### src/hw/rtl/ubxf_pkg.sv
// Shared types and constants for the UBX message framer.
// No dependencies; every other file imports this package.
`timescale 1ns / 1ps

package ubxf_pkg;

   localparam logic [7:0] SYNC_FIRST  = 8'hB5;
   localparam logic [7:0] SYNC_SECOND = 8'h62;

   // Command queue between front and back
   localparam int QUEUE_DEPTH = 4;
   localparam int QPTR_W      = $clog2(QUEUE_DEPTH);
   localparam int QCNT_W      = $clog2(QUEUE_DEPTH + 1);

   // Step index inside one command (up to five output words)
   localparam int STEP_W = 3;

   typedef enum logic [1:0] {
      PH_CLASS,
      PH_ID,
      PH_PAYLOAD
   } phase_type;

   typedef enum logic [2:0] {
      KIND_CLASS,
      KIND_ID,
      KIND_ID_EMPTY,
      KIND_PAYLOAD,
      KIND_LAST
   } kind_type;

   typedef struct packed {
      kind_type    kind;
      logic [7:0]  data;
      logic [15:0] length;
      logic [7:0]  ck_a;
      logic [7:0]  ck_b;
   } cmd_type;

endpackage

### src/hw/rtl/ubxf_front.sv
// Front end: accepts message bytes, tracks frame position, runs the checksums.
// Emits one command per accepted byte into the queue. Depends on ubxf_pkg.
`timescale 1ns / 1ps

module ubxf_front import ubxf_pkg::*; (
   input  logic        clock,
   input  logic        reset,
   input  logic        req_push,
   input  logic [7:0]  req_msg_byte,
   input  logic [15:0] req_payload_length,
   input  logic        q_full,
   output logic        q_push,
   output cmd_type     q_data
);

   phase_type   phase_ff, phase_in;
   logic [15:0] len_ff, len_in;
   logic [15:0] remaining_ff, remaining_in;
   logic [7:0]  sum_a_ff, sum_a_in;
   logic [7:0]  sum_b_ff, sum_b_in;

   logic        take;
   logic        len_zero;
   logic        last_payload;
   logic [7:0]  id_a1, id_b1, id_a2, id_b2, id_a3, id_b3;
   logic [7:0]  pl_a, pl_b;

   assign take         = req_push && !q_full;
   assign q_push       = take;
   assign len_zero     = (len_ff == 16'd0);
   assign last_payload = (remaining_ff == 16'd1);

   // Id step folds in id, length low and length high
   assign id_a1 = sum_a_ff + req_msg_byte;
   assign id_b1 = sum_b_ff + id_a1;
   assign id_a2 = id_a1 + len_ff[7:0];
   assign id_b2 = id_b1 + id_a2;
   assign id_a3 = id_a2 + len_ff[15:8];
   assign id_b3 = id_b2 + id_a3;

   assign pl_a = sum_a_ff + req_msg_byte;
   assign pl_b = sum_b_ff + pl_a;

   // Next state
   always_comb begin
      phase_in = phase_ff;
      if (take) begin
         unique case (phase_ff)
            PH_CLASS:   phase_in = PH_ID;
            PH_ID:      phase_in = len_zero ? PH_CLASS : PH_PAYLOAD;
            PH_PAYLOAD: phase_in = last_payload ? PH_CLASS : PH_PAYLOAD;
            default:    phase_in = PH_CLASS;
         endcase
      end
   end

   // Outputs and datapath
   always_comb begin
      len_in        = len_ff;
      remaining_in  = remaining_ff;
      sum_a_in      = sum_a_ff;
      sum_b_in      = sum_b_ff;
      q_data.kind   = KIND_CLASS;
      q_data.data   = req_msg_byte;
      q_data.length = len_ff;
      q_data.ck_a   = sum_a_ff;
      q_data.ck_b   = sum_b_ff;
      unique case (phase_ff)
         PH_CLASS: begin
            // sums restart from zero with the class word
            q_data.kind = KIND_CLASS;
            if (take) begin
               len_in   = req_payload_length;
               sum_a_in = req_msg_byte;
               sum_b_in = req_msg_byte;
            end
         end
         PH_ID: begin
            q_data.kind = len_zero ? KIND_ID_EMPTY : KIND_ID;
            q_data.ck_a = id_a3;
            q_data.ck_b = id_b3;
            if (take) begin
               remaining_in = len_ff;
               sum_a_in     = id_a3;
               sum_b_in     = id_b3;
            end
         end
         PH_PAYLOAD: begin
            q_data.kind = last_payload ? KIND_LAST : KIND_PAYLOAD;
            q_data.ck_a = pl_a;
            q_data.ck_b = pl_b;
            if (take) begin
               remaining_in = remaining_ff - 16'd1;
               sum_a_in     = pl_a;
               sum_b_in     = pl_b;
            end
         end
         default: begin
            q_data.kind = KIND_CLASS;
         end
      endcase
   end

   always_ff @(posedge clock) begin
      if (reset) begin
         phase_ff     <= PH_CLASS;
         len_ff       <= '0;
         remaining_ff <= '0;
         sum_a_ff     <= '0;
         sum_b_ff     <= '0;
      end else begin
         phase_ff     <= phase_in;
         len_ff       <= len_in;
         remaining_ff <= remaining_in;
         sum_a_ff     <= sum_a_in;
         sum_b_ff     <= sum_b_in;
      end
   end

endmodule

### src/hw/rtl/ubxf_cmd_fifo.sv
// Short command queue between the front end and the output sequencer.
// Flip-flop storage, head visible without a read cycle. Depends on ubxf_pkg.
`timescale 1ns / 1ps

module ubxf_cmd_fifo import ubxf_pkg::*; (
   input  logic    clock,
   input  logic    reset,
   input  logic    push,
   input  cmd_type push_data,
   output logic    full,
   output logic    head_valid,
   output cmd_type head,
   input  logic    pop
);

   cmd_type             mem_ff [QUEUE_DEPTH];
   logic [QPTR_W-1:0]   wr_ptr_ff, wr_ptr_in;
   logic [QPTR_W-1:0]   rd_ptr_ff, rd_ptr_in;
   logic [QCNT_W-1:0]   count_ff, count_in;
   logic                do_push, do_pop;

   assign full       = (count_ff == QCNT_W'(QUEUE_DEPTH));
   assign head_valid = (count_ff != '0);
   assign head       = mem_ff[rd_ptr_ff];
   assign do_push    = push && !full;
   assign do_pop     = pop && head_valid;

   always_comb begin
      wr_ptr_in = do_push ? wr_ptr_ff + QPTR_W'(1) : wr_ptr_ff;
      rd_ptr_in = do_pop  ? rd_ptr_ff + QPTR_W'(1) : rd_ptr_ff;
      count_in  = count_ff;
      if (do_push && !do_pop) begin
         count_in = count_ff + QCNT_W'(1);
      end else if (do_pop && !do_push) begin
         count_in = count_ff - QCNT_W'(1);
      end
   end

   always_ff @(posedge clock) begin
      if (do_push) begin
         mem_ff[wr_ptr_ff] <= push_data;
      end
   end

   always_ff @(posedge clock) begin
      if (reset) begin
         wr_ptr_ff <= '0;
         rd_ptr_ff <= '0;
         count_ff  <= '0;
      end else begin
         wr_ptr_ff <= wr_ptr_in;
         rd_ptr_ff <= rd_ptr_in;
         count_ff  <= count_in;
      end
   end

endmodule

### src/hw/rtl/ubxf_back.sv
// Output sequencer: expands each queued command into one to five wire words.
// Holds the result in an output register. Depends on ubxf_pkg.
`timescale 1ns / 1ps

module ubxf_back import ubxf_pkg::*; (
   input  logic       clock,
   input  logic       reset,
   input  logic       head_valid,
   input  cmd_type    head,
   output logic       head_pop,
   output logic       rsp_empty,
   input  logic       rsp_pop,
   output logic [7:0] rsp_out_byte,
   output logic       rsp_run_last,
   output logic       rsp_frame_last
);

   logic [STEP_W-1:0] step_ff, step_in;
   logic              valid_ff, valid_in;
   logic [7:0]        byte_ff, byte_in;
   logic              run_last_ff, run_last_in;
   logic              frame_last_ff, frame_last_in;

   logic              load;
   logic              sel_end;

   assign load = head_valid && (!valid_ff || rsp_pop);

   // Pick the word for the current step of the head command
   always_comb begin
      byte_in       = head.data;
      run_last_in   = 1'b0;
      frame_last_in = 1'b0;
      sel_end       = 1'b0;
      unique case (head.kind)
         KIND_CLASS: begin
            unique case (step_ff)
               3'd0:    byte_in = SYNC_FIRST;
               3'd1:    byte_in = SYNC_SECOND;
               default: begin
                  byte_in     = head.data;
                  run_last_in = 1'b1;
                  sel_end     = 1'b1;
               end
            endcase
         end
         KIND_ID: begin
            unique case (step_ff)
               3'd0:    byte_in = head.data;
               3'd1:    byte_in = head.length[7:0];
               default: begin
                  byte_in     = head.length[15:8];
                  run_last_in = 1'b1;
                  sel_end     = 1'b1;
               end
            endcase
         end
         KIND_ID_EMPTY: begin
            unique case (step_ff)
               3'd0:    byte_in = head.data;
               3'd1:    byte_in = head.length[7:0];
               3'd2:    byte_in = head.length[15:8];
               3'd3:    byte_in = head.ck_a;
               default: begin
                  byte_in       = head.ck_b;
                  run_last_in   = 1'b1;
                  frame_last_in = 1'b1;
                  sel_end       = 1'b1;
               end
            endcase
         end
         KIND_PAYLOAD: begin
            byte_in     = head.data;
            run_last_in = 1'b1;
            sel_end     = 1'b1;
         end
         KIND_LAST: begin
            unique case (step_ff)
               3'd0:    byte_in = head.data;
               3'd1:    byte_in = head.ck_a;
               default: begin
                  byte_in       = head.ck_b;
                  run_last_in   = 1'b1;
                  frame_last_in = 1'b1;
                  sel_end       = 1'b1;
               end
            endcase
         end
         default: begin
            sel_end = 1'b1;
         end
      endcase
   end

   always_comb begin
      step_in  = step_ff;
      valid_in = valid_ff;
      if (load) begin
         step_in  = sel_end ? '0 : step_ff + STEP_W'(1);
         valid_in = 1'b1;
      end else if (rsp_pop) begin
         valid_in = 1'b0;
      end
   end

   assign head_pop       = load && sel_end;
   assign rsp_empty      = !valid_ff;
   assign rsp_out_byte   = byte_ff;
   assign rsp_run_last   = run_last_ff;
   assign rsp_frame_last = frame_last_ff;

   always_ff @(posedge clock) begin
      if (load) begin
         byte_ff       <= byte_in;
         run_last_ff   <= run_last_in;
         frame_last_ff <= frame_last_in;
      end
   end

   always_ff @(posedge clock) begin
      if (reset) begin
         step_ff  <= '0;
         valid_ff <= 1'b0;
      end else begin
         step_ff  <= step_in;
         valid_ff <= valid_in;
      end
   end

   a_frame_ends_run: assert property (@(posedge clock) disable iff (reset)
      valid_ff && frame_last_ff |-> run_last_ff)
      else $error("frame end word without run end");

   a_step_range: assert property (@(posedge clock) disable iff (reset)
      step_ff <= STEP_W'(4))
      else $error("step index out of range");

   a_mid_command_head: assert property (@(posedge clock) disable iff (reset)
      step_ff != '0 |-> head_valid)
      else $error("command in progress without head entry");

   a_step_restart: assert property (@(posedge clock) disable iff (reset)
      head_pop |=> step_ff == '0)
      else $error("step not cleared after command retired");

endmodule

### src/hw/rtl/ubx_message_framer_top.sv
// UBX framer top level: sync, class, id, length, payload, Fletcher-8 checksum.
// Each byte is registered in the queue, then each word in the output register.
// While rsp_pop stays high: one payload byte per cycle; class, id and last payload
// bytes emit three words (id with empty payload five), one per cycle from the back end.
// A four-entry command queue absorbs those bursts; req_full rises when it fills.
// Reset (synchronous): queue and output register empty, framer awaits a class byte.
`timescale 1ns / 1ps

module ubx_message_framer_top import ubxf_pkg::*; (
   input  logic        clock,
   input  logic        reset,
   input  logic        req_push,
   output logic        req_full,
   input  logic [7:0]  req_msg_byte,
   input  logic [15:0] req_payload_length,
   output logic        rsp_empty,
   input  logic        rsp_pop,
   output logic [7:0]  rsp_out_byte,
   output logic        rsp_run_last,
   output logic        rsp_frame_last
);

   logic    q_full;
   logic    q_push;
   cmd_type q_data;
   logic    head_valid;
   cmd_type head;
   logic    head_pop;

   assign req_full = q_full;

   ubxf_front u_front (
      .clock              (clock),
      .reset              (reset),
      .req_push           (req_push),
      .req_msg_byte       (req_msg_byte),
      .req_payload_length (req_payload_length),
      .q_full             (q_full),
      .q_push             (q_push),
      .q_data             (q_data)
   );

   ubxf_cmd_fifo u_fifo (
      .clock      (clock),
      .reset      (reset),
      .push       (q_push),
      .push_data  (q_data),
      .full       (q_full),
      .head_valid (head_valid),
      .head       (head),
      .pop        (head_pop)
   );

   ubxf_back u_back (
      .clock          (clock),
      .reset          (reset),
      .head_valid     (head_valid),
      .head           (head),
      .head_pop       (head_pop),
      .rsp_empty      (rsp_empty),
      .rsp_pop        (rsp_pop),
      .rsp_out_byte   (rsp_out_byte),
      .rsp_run_last   (rsp_run_last),
      .rsp_frame_last (rsp_frame_last)
   );

endmodule
### config.mk
export PLATFORM = sky130hd
export DESIGN_NAME = ubx_message_framer_top
export DESIGN_NICKNAME = d
export VERILOG_FILES = /design/src/hw/rtl/ubxf_pkg.sv /design/src/hw/rtl/ubxf_front.sv /design/src/hw/rtl/ubxf_cmd_fifo.sv /design/src/hw/rtl/ubxf_back.sv /design/src/hw/rtl/ubx_message_framer_top.sv
export SDC_FILE = /design/constraint.sdc
export NUM_CORES = 1
export LEC_CHECK = 0
export ABC_AREA = 1
export BUFFER_PORTS_ARGS = -buffer_cell sky130_fd_sc_hd__buf_2
export CAP_MARGIN = 20
export CORE_MARGIN = 5
export CORE_UTILIZATION = 35
export CTS_CLUSTER_DIAMETER = 60
export DETAILED_ROUTE_END_ITERATION = 10
export PLACE_DENSITY = 0.57
export SLEW_MARGIN = 25
export SYNTH_ARGS = -nofsm -noshare
export SYNTH_HDL_FRONTEND = slang
export SYNTH_SLANG_ARGS = --single-unit
### constraint.sdc
create_clock -name clock -period 6.15 [get_ports clock]
set_input_delay 0.3075 -clock clock [delete_from_list [all_inputs] [get_ports clock]]
set_output_delay 0.3075 -clock clock [all_outputs]
set_load 0.01 [all_outputs]
==> impl_metrics.tcl, run 1 <==
set metrics [dict create \
    nets 1441 \
    p_per_area_nw_per_um2 604.8 \
    slew_violations 0 \
    gp_congestion 0.8570 \
    finalSetupViolations 0 \
    antenna_cells 0 \
    max_slew_margin 0.3453 \
    cp-startpoint "u_front.sum_a_ff[0]" \
    drv_cap 0 \
    dr.pass1.iters 7 \
    pwr-share-clk 0.202 \
    first_iter_violations 781 \
    finalInstanceArea_um2 14180 \
    combPwrFrac 0.520 \
    htree_levels 1 \
    final_cell_mix "nand2_1 (219), edfxtp_1 (182), inv_1 (132)" \
    r2r_cells 24 \
    routed_wl_um 33090 \
    path_clk_slew_ns 0.06 \
    drc 0 \
    antenna_found_initial 0 \
    crit_fanout 4 \
    swShare 0.4445 \
    status "complete, no violations" \
    async_flop_share 0 \
    rsz0062_at_grt "false" \
    avgSynthCellArea_um2 9.497 \
    grt_max_degree 61 \
    die-area_um2 39790 \
    clock_path_buffers 3 \
    grt_use_total 0.1645 \
    layout_commonest_cell "nand2_1" \
    fin_util 0.3998 \
    fin_worst_skew_ns 0.01931 \
    synth_edf_count 182 \
    cts.sinks 245 \
    grt_pass1_vias 9071 \
    crit_type "reg -> reg" \
    die_h_um 199.5 \
    critPathArrivalTime_ns 5.47 \
    p_leak_nw 5.662 \
    startpoint_type "register" \
    ant_nets 0 \
    cp-end-kind "register" \
    preCtsSetupSlack_ns 0.7945 \
    vias 9599 \
    numPortBuffers 39 \
    setup_slack_ns 0.9102 \
    fmax_mhz 190.8 \
    r2r-start "u_front.sum_a_ff[0]" \
    cts_made_buffers 29 \
    tns_ns 0 \
    crit_end "u_fifo.mem_ff[0][7]" \
    holdBufCountCts 0 \
    start_util 0.3541 \
    dp_hpwl_um 22310 \
    synth_cell_type_count 52 \
    hold_viol 0 \
    synth_fp_nets 1415 \
    tightest_slew_ns 0.9717 \
    tritoncts "yes" \
    p_seq_frac 0.278 \
    pin_count 40 \
    peakVddDrop_mv 0.6917 \
    die_w_um 199.5 \
    netlist_instances 1323 \
    fin_crit_ns 5.240 \
    drive_gt1_frac 0.09985 \
    fin_crit_sh 0.8520 \
    area_delta_synth_final_pct 12.90 \
    yosys_warnings 0 \
    dpl_cell_area_um2 13220 \
    finalPower_mw 8.579 \
    row_count 69 \
    ys_seq_elements 245 \
    grt_pass1_wl_um 51220 \
    cts-root-buf "clkbuf_16" \
    p_int_mw 4.766 \
    core_um2 35480 \
    grt_overflow_total 0 \
    r2r_end "u_fifo.mem_ff[0][7]" \
    cp_data_required_time_ns 6.38 \
    cts_resized 0 \
    rrSetupSlack_ns 0.91 \
    netlist_area_um2 12560 \
    post-cts-setup-buffers 0 \
    wl_per_cell_um 18.05 \
    drt-vias-per-instance 5.237 \
    hold_path.class "in -> reg" \
    clk-insertion-delay-late_ns 0.56 \
    yosysSeqAreaShare 0.5354 \
    yosys_most_used_dff "edfxtp_1" \
    p_switching_mw 3.813 \
]
[registers in the layout, indices dropped and copies added, names as in the netlist, 3 cells and up, named ones only]
| name | cells |
|---|---|
| u_front.sum_a_ff | 8 |
| u_fifo.mem_ff | 172 |
| u_back.step_ff | 3 |
| u_front.remaining_ff | 16 |
| u_front.sum_b_ff | 8 |
| u_front.len_ff | 16 |
| u_back.rsp_out_byte | 8 |
| u_fifo.count_ff | 3 |
[cells in the mapped netlist (3+ instances only)]
master	instances	share of area
nand2_1	219	0.065
edfxtp_1	182	0.43
inv_1	133	0.040
o21ai_0	120	0.048
a21oi_1	108	0.043
nor2_1	102	0.030
nand3_1	96	0.038
dfxtp_1	63	0.10
ha_1	52	0.052
clkbuf_1	35	0.010
o211ai_1	21	0.013
xor2_1	19	0.013
o22ai_1	16	0.0080
a31oi_1	14	0.0070
xnor2_1	14	0.0098
buf_2	13	0.0052
fa_1	12	0.019
a32o_1	9	0.0072
inv_2	9	0.0027
o2111ai_1	7	0.0049
a21o_1	6	0.0036
nand4_1	6	0.0030
or2_2	6	0.0030
nor4_1	5	0.0025
a211oi_1	4	0.0024
buf_1	4	0.0012
nor3_1	4	0.0016
a22oi_1	3	0.0018
nand2_2	3	0.0015
nor2_2	3	0.0015
o221ai_1	3	0.0021
[worst max-delay path, cell delays in order (launching register included)]
cell      delay [ns]
dfxtp_1         0.34
ha_1            0.19
inv_1           0.07
fa_1            0.42
xnor2_1         0.35
ha_1            0.35
a21oi_1         0.14
nand2_1         0.10
xnor2_1         0.14
inv_1           0.09
ha_1            0.31
inv_1           0.06
o21ai_0         0.29
xor2_1          0.22
inv_1           0.07
fa_1            0.44
ha_1            0.31
a21oi_1         0.21
nor2_1          0.08
nor2_1          0.11
nor2_1          0.05
nor2_1          0.14
nand3_1         0.10
nand3_1         0.10
o211ai_1        0.22
[metrics by stage]
stage               instances  hold WS [ns]
CTS                      1833       0.01123
global placement         1779        0.4423
floorplan                1323        0.4064
detailed placement       1779        0.4479
finish                   1833       0.02700
global route             1833       0.02174
[per-layer routing]
layer  vias to the layer above  global-route usage  part of all wire
met5                         -                   0                 0
met4                         0             0.04226             0.024
met3                        52             0.02226             0.051
met2                       249              0.2690              0.47
met1                      4622              0.2323              0.46
li1                       4676                   -                 -
[layout make-up]
class | instances | area, um2
inverters | 142 | 533.0
well taps | 461 | 576.8
clock inverters | 21 | 209.0
fillers | 3488 | 21300
flip-flops and latches | 245 | 6728
multi-input cells | 882 | 5107
clock buffers | 33 | 760.7
repair buffers | 49 | 270.3
[how the worst min path moves through the flow]
stage / from / endpoint / slack [ns] / cells after the start
2_1_floorplan: req_msg_byte[0] / u_fifo.mem_ff[0][32] / 0.41 / 0
3_3_place_gp: u_fifo.rd_ptr_ff[1] / register / 0.44 / 2
3_5_place_dp: u_fifo.rd_ptr_ff[1] / register / 0.45 / 2
4_1_cts: req_msg_byte[0] / u_fifo.mem_ff[0][32] / 0.01 / 1
5_1_grt: req_msg_byte[0] / u_fifo.mem_ff[3][32] / 0.02 / 1
6_report: req_msg_byte[0] / u_fifo.mem_ff[3][32] / 0.03 / 1
[cells by family (layout without fill, tap and decap cells)]
kind of cell             count (synthesis)  count (layout)  synth area share
AND/OR/NAND/NOR                        455             455            0.1563
adder cells (fa/ha/maj)                 64              64           0.07090
flip-flops                             245             245            0.5354
AO/OA/AOI/OAI                          330             330            0.1534
XOR/XNOR                                33              33           0.02300
buffers and inverters                  196             245           0.06104
[power by group through the flow]
| stage | Sequential (mW) | Combinational (mW) | Clock [mW] |
|---|---|---|---|
| CTS | 2.38 | 4.45 | 1.76 |
| global placement | 2.41 | 4.38 | 0 |
| detailed placement | 2.42 | 4.43 | 0 |
| floorplan | 2.37 | 3.36 | 0 |
| finish | 2.38 | 4.46 | 1.73 |
| global route | 2.41 | 5.07 | 1.83 |
Power figures use the tool's default switching activity.
==> inputs of run 2 (changes only) <==
CTS_CLUSTER_DIAMETER = default   (was 60)
SYNTH_HIERARCHICAL = 1   (was default)
==> run 2 against run 1 <==
Effect of this change: cell area grew 0.86%; worst hold slack gained 0.011 ns; register-to-register slack gained 0.05 ns; die area grew 2.4%; clock power shrank 5%; first-iteration DRC count shrank 6.8%; count of clock-buffer cells in the layout grew 4; worst setup slack gained 0.048 ns; clock skew grew 0.011 ns; global-route usage shrank 0.45 points; power shrank 2.0%; sequential power is essentially flat; largest cell class unchanged.
==> impl_metrics.tcl, run 2 <==
set metrics [dict create \
    holdBufCountCts 0 \
    clk-insertion-delay-late_ns 0.55 \
    cts_made_buffers 26 \
    tritoncts "yes" \
    p_leak_nw 5.709 \
    fin_worst_skew_ns 0.03046 \
    synth_fp_nets 1473 \
    grt_use_total 0.1600 \
    numPortBuffers 39 \
    top_regs "u_fifo/mem_ff (172), u_front/len_ff (16), u_front/remaining_ff (16)" \
    dp_hpwl_um 22520 \
    async_flop_share 0 \
    dpl_cell_area_um2 13400 \
    finalInstanceArea_um2 14310 \
    holdWs_ns 0.03804 \
    wl_per_cell_um 17.71 \
    ant_nets 0 \
    post-cts-setup-buffers 0 \
    final_cell_mix "nand2_1 (214), edfxtp_1 (182), nor2_1 (162)" \
    path_clk_slew_ns 0.06 \
    crit_chain "ha_1, fa_1, a21o_1, a21oi_1, xor2_1, inv_1, ha_1, inv_1, o21ai_0, a21oi_1, xor2_1, inv_1, ha_1, inv_1, o21ai_1, xor2_1, fa_1, ha_1, a21o_1, nand3b_1, nand2_1, nand2_1, nand3_1, o211ai_1" \
    crit_type "reg -> reg" \
    yosys_most_used_dff "edfxtp_1" \
    htree_levels 1 \
    vias 9772 \
    cp_slowest_cell "fa_1" \
    synthTopCellsByArea "edfxtp_1 (42%), dfxtp_1 (9.8%), nand2_1 (6.2%), o21ai_0 (5.2%), ha_1 (5.1%)" \
    critPathMaxStageDelay_ns 0.43 \
    synth_top_area_frac 0.4243 \
    routed_wl_um 33400 \
    grt_pass1_wl_um 52180 \
    synth_cell_type_count 50 \
    cts.sinks 245 \
    netlist_instances 1381 \
    antenna_found_initial 2 \
    core_um2 36430 \
    drv_cap 0 \
    tightest_slew_ns 1.024 \
    synth_edf_count 182 \
    start_util 0.3535 \
    die_h_um 201.8 \
    yosysMostFrequentCell "nand2_1" \
    layout_commonest_cell "nand2_1" \
    die-area_um2 40740 \
    finalSetupViolations 0 \
    status "complete, no violations" \
    drc 0 \
    crit_fanout 4 \
    finalPower_mw 8.411 \
    pin_count 40 \
    synthMuxAreaShare 0 \
    synth-adder-area-share 0.06917 \
    netlist_area_um2 12880 \
    critPathArrivalTime_ns 5.43 \
    tns_ns 0 \
    grt_pass1_vias 9285 \
    p_per_area_nw_per_um2 587.9 \
    avgSynthCellArea_um2 9.326 \
    drt-vias-per-instance 5.181 \
    grt_max_degree 71 \
    rsz0062_at_grt "false" \
    clock_path_buffers 3 \
    fmax_mhz 192.6 \
    yosys_warnings 6 \
    first_iter_violations 728 \
    max_slew_margin 0.3122 \
    hold_path.class "in -> reg" \
    synth_xor_area_frac 0.02098 \
    area_delta_synth_final_pct 11.07 \
    gp_congestion 0.8434 \
    cp-end-kind "register" \
    die_w_um 201.8 \
    drive_gt1_frac 0.09951 \
    ys_seq_elements 245 \
    cts_resized 0 \
    synthSimpleGateAreaFrac 0.1757 \
    cp_data_required_time_ns 6.39 \
    fin_crit_sh 0.8442 \
    synth_area_leader_cell "edfxtp_1" \
    regMostFlops "u_fifo/mem_ff" \
    row_count 70 \
    dr.pass1.iters 5 \
    startpoint_type "register" \
    nets 1489 \
    synth_common_cells "nand2_1 (214), edfxtp_1 (182), nor2_1 (166)" \
    grt_overflow_total 0 \
    synth-compound-area-share 0.1429 \
    hold_viol 0 \
    peakVddDrop_mv 0.4376 \
    yosysSeqAreaShare 0.5222 \
    synth_top_family_by_area "simple AND/OR/NAND/NOR gates" \
    cts-root-buf "clkbuf_16" \
    largest_register_ffs 172 \
    slew_violations 0 \
    fin_crit_ns 5.192 \
]
## run 2: metal layers
metal	vias up	GRT usage	wire (um)
li1	4797	-	-
met1	4697	0.2168	15140
met2	218	0.2640	15510
met3	58	0.02423	1608
met4	2	0.05347	1134
met5	-	0	7
## run 2: cells by family after synthesis
logic type	count (synthesis)
fa+ha+maj	64
buf+inv	199
xor+xnor	30
compound gates	321
simple gates	522
flops	245
## run 2: final cells by class
class | count | area (um2)
flip-flops and latches | 245 | 6728
multi-input cells | 937 | 5295
fillers | 3564 | 22130
clock buffers | 37 | 743.2
well taps | 468 | 585.6
diodes | 1 | 2.502
clock inverters | 11 | 160.2
inverters | 137 | 514.2
repair buffers | 50 | 277.8
## run 2: through the flow
step / utilization / cells / setup WS [ns]
2_1_floorplan: - / 1381 / 1.426
3_3_place_gp: 0.3678 / 1837 / 0.8814
3_5_place_dp: 0.3678 / 1837 / 0.7674
4_1_cts: 0.3926 / 1885 / 0.9594
5_1_grt: 0.3926 / 1885 / 0.5929
6_report: 0.3927 / 1886 / 0.9583
## run 2: path summary, 6_finish.rpt
check | startpoint | endpoint | slack, ns | depth (start not counted)
worst max register to register | u_front/sum_a_ff[0] | u_fifo/mem_ff[2][7] | 0.96 | 24
worst min register to register | u_front/remaining_ff[5] | u_front/remaining_ff[5] | 0.48 | 2
worst max-delay path | u_front/sum_a_ff[0] | u_fifo/mem_ff[2][7] | 0.96 | 24
worst min-delay path | rsp_pop | u_back/valid_ff | 0.04 | 3
## run 2: worst max-delay path, delay by kind of cell (launching register included)
kind | cells | cell delay (ns)
adder cells (fa/ha/maj) | 6 | 2.04
AO/OA/AOI/OAI | 7 | 1.23
XOR/XNOR | 3 | 0.62
AND/OR/NAND/NOR | 4 | 0.36
buffers and inverters | 4 | 0.33
flip-flops | 1 | 0.31
## run 2: report_power, final
| part | switching, mW | internal (mW) | leakage, nW |
|---|---|---|---|
| sequential | 0.176 | 2.22 | 2.23 |
| clock | 0.639 | 1.01 | 0.437 |
| combinational | 2.81 | 1.56 | 3.04 |
==> inputs of run 3 (changes only) <==
clock period = 5.3 ns   (was 6.15 ns; I/O delays follow)
==> run 3 against run 2 <==
Effect of this change: sequential cell count unchanged; count of clock-buffer cells in the layout increased by 1; register-to-register slack got worse by 0.67 ns; clock skew decreased by 0.013 ns; clock power increased by 16%; global-route usage about the same; utilization increased by 0.40 points; worst hold slack got worse by 0.012 ns; via count decreased by 0.37%; first-iteration DRC count increased by 2.2%; combinational power increased by 21%; largest cell class unchanged; highest routed layer is now met4.
==> impl_metrics.tcl, run 3 (synthesis gave the netlist of run 2 again) <==
set metrics [dict create \
    status "complete, no violations" \
    hold_viol 0 \
    fin_worst_skew_ns 0.01729 \
    die_w_um 201.8 \
    layout.cells.non_filler 1898 \
    p_per_area_nw_per_um2 689.0 \
    cp_common_cell "nand2_1" \
    critPathMaxStageDelay_ns 0.46 \
    fin_crit_sh 0.9451 \
    cp-end-kind "register" \
    dp_hpwl_um 22650 \
    start_util 0.3535 \
    critPathArrivalTime_ns 5.23 \
    p_leak_nw 5.779 \
    preCtsSetupSlack_ns 0.01428 \
    layout_commonest_cell "nand2_1" \
    swShare 0.4290 \
    crit_chain "ha_1, fa_2, xor2_1, ha_1, a21oi_1, nand2_1, xor2_1, ha_1, nand2_1, o21ai_1, xor2_1, fa_1, ha_1, nand3_1, nand3_1, nand2_1, nand2_1, a21o_1, nand3b_1, nand2_1, nand2_1, nand3_1, o211ai_1" \
    finalSetupViolations 0 \
    crit_family "adder cells" \
    pin_count 40 \
    grt_pass1_wl_um 52120 \
    die-area_um2 40740 \
    vias 9736 \
    grt_max_degree 83 \
    grt_pass1_vias 9227 \
    drc 0 \
    cp_data_required_time_ns 5.53 \
    cts.sinks 245 \
    wl_per_cell_um 17.78 \
    area_delta_synth_final_pct 12.21 \
    drv_cap 0 \
    setup_slack_ns 0.2911 \
    critPathBufInv 0 \
    cp_slowest_cell "fa_1" \
    htree_levels 1 \
    num-fill-cells 3608 \
    ant_nets 0 \
    top_layer_used "met4" \
    wl_met2_um 16230 \
    crit_type "reg -> reg" \
    cts-root-buf "clkbuf_16" \
    max_slew_margin 0.2956 \
    core_um2 36430 \
    tightest_slew_ns 1.054 \
    largest_register_ffs 172 \
    first_iter_violations 744 \
    dr.pass1.iters 7 \
    tritoncts "yes" \
    slew_violations 0 \
    numPortBuffers 39 \
    p_int_mw 5.687 \
    peakVddDrop_mv 0.4584 \
    cts_made_buffers 26 \
    startpoint_type "register" \
    path_clk_slew_ns 0.06 \
    drive_gt1_frac 0.1099 \
    nets 1501 \
    tns_ns 0 \
    clk-insertion-delay-late_ns 0.54 \
    fmax_mhz 199.6 \
    row_count 70 \
    clock_path_buffers 3 \
    hold_path.class "in -> reg" \
    p_seq_frac 0.278 \
    routed_wl_um 33760 \
    p_switching_mw 4.272 \
    top_regs "u_fifo/mem_ff (172), u_front/len_ff (16), u_front/remaining_ff (16)" \
    antenna_found_initial 1 \
    regArea_um2 6728 \
    pwr-share-clk 0.192 \
    dp_cells 1840 \
    regMostFlops "u_fifo/mem_ff" \
    grt_use_total 0.1596 \
    wl_met1_um 15400 \
    fin_crit_ns 5.009 \
    met3WireLength_um 1717 \
    crit_fanout 5 \
    multiInputGateArea_um2 5329 \
    die_h_um 201.8 \
    drt-vias-per-instance 5.130 \
    grt_overflow_total 0 \
    gp_congestion 0.8466 \
    combPwrFrac 0.530 \
    final_cell_mix "nand2_1 (214), edfxtp_1 (182), nor2_1 (162)" \
]
==> run 3: cell count changes in the layout (fill, tap and decap cells not counted), sizes merged <==
| cell | previous run | this run |
|---|---|---|
| clkinv | 7 | 8 |
| buf | 50 | 56 |
| dlygate4sd3 | 0 | 6 |
| bufinv | 4 | 3 |
| inv | 135 | 134 |
| clkbuf | 37 | 38 |
==> run 3: area by class of cell <==
type                    instances  area share
flip-flops and latches        245      0.4655
multi-input cells             937      0.3687
clock buffers                  38     0.05376
well taps                     468     0.04052
inverters                     137     0.03558
repair buffers                 62     0.02649
clock inverters                10    0.009263
diodes                          1   0.0001731
==> run 3: power by group through the flow <==
| stage | Clock, mW | Combinational [mW] | Sequential [mW] |
|---|---|---|---|
| 4_1_cts | 1.95 | 5.10 | 2.77 |
| 3_5_place_dp | 0 | 5.07 | 2.81 |
| 5_1_grt | 2.03 | 6.02 | 2.81 |
| 6_report | 1.91 | 5.28 | 2.77 |
| 3_3_place_gp | 0 | 4.97 | 2.80 |
| 2_1_floorplan | 0 | 3.94 | 2.77 |
==> run 3: final timing paths <==
check	start	end	slack, ns	depth (start not counted)
min	req_payload_length[6]	u_front/len_ff[6]	0.03	3
max reg2reg	u_front/sum_a_ff[0]	u_fifo/mem_ff[0][7]	0.29	23
min reg2reg	u_front/remaining_ff[5]	u_front/remaining_ff[5]	0.47	2
max	u_front/sum_a_ff[0]	u_fifo/mem_ff[0][7]	0.29	23
==> run 3: routing by layer <==
metal	GRT usage	vias to the layer above
met2	0.2731	239
met3	0.02150	25
met4	0.03149	0
met5	0	-
li1	-	4804
met1	0.2187	4668
==> run 3: what timing repair did <==
action | 4_1_cts | 5_1_grt
resized for setup | 0 | 7
endpoints found under the hold margin | 12 | 0
buffers inserted | 0 | 3
setup endpoints to repair | 0 | 9
hold buffers | 6 | 0
==> run 3: metrics by stage <==
stage | area [um2] | utilization | power (mW) | hold slack, ns
6_report | 14450 | 0.3967 | 9.958 | 0.02650
3_3_place_gp | 13420 | 0.3684 | 7.775 | 0.4663
5_1_grt | 14450 | 0.3966 | 10.86 | 0.01249
2_1_floorplan | 12880 | - | 6.715 | 0.3341
4_1_cts | 14390 | 0.3951 | 9.818 | 0.001894
3_5_place_dp | 13420 | 0.3684 | 7.878 | 0.4682
==> run 3: worst reg2reg max path, delay by kind of cell (launching register included) <==
kind | cells | cell delay, ns
and+or+nand+nor | 10 | 0.91
adders and majority gates | 6 | 2.11
xor gates and xnor gates | 3 | 0.73
AOI/OAI and AO/OA | 4 | 0.65
DFF | 1 | 0.31
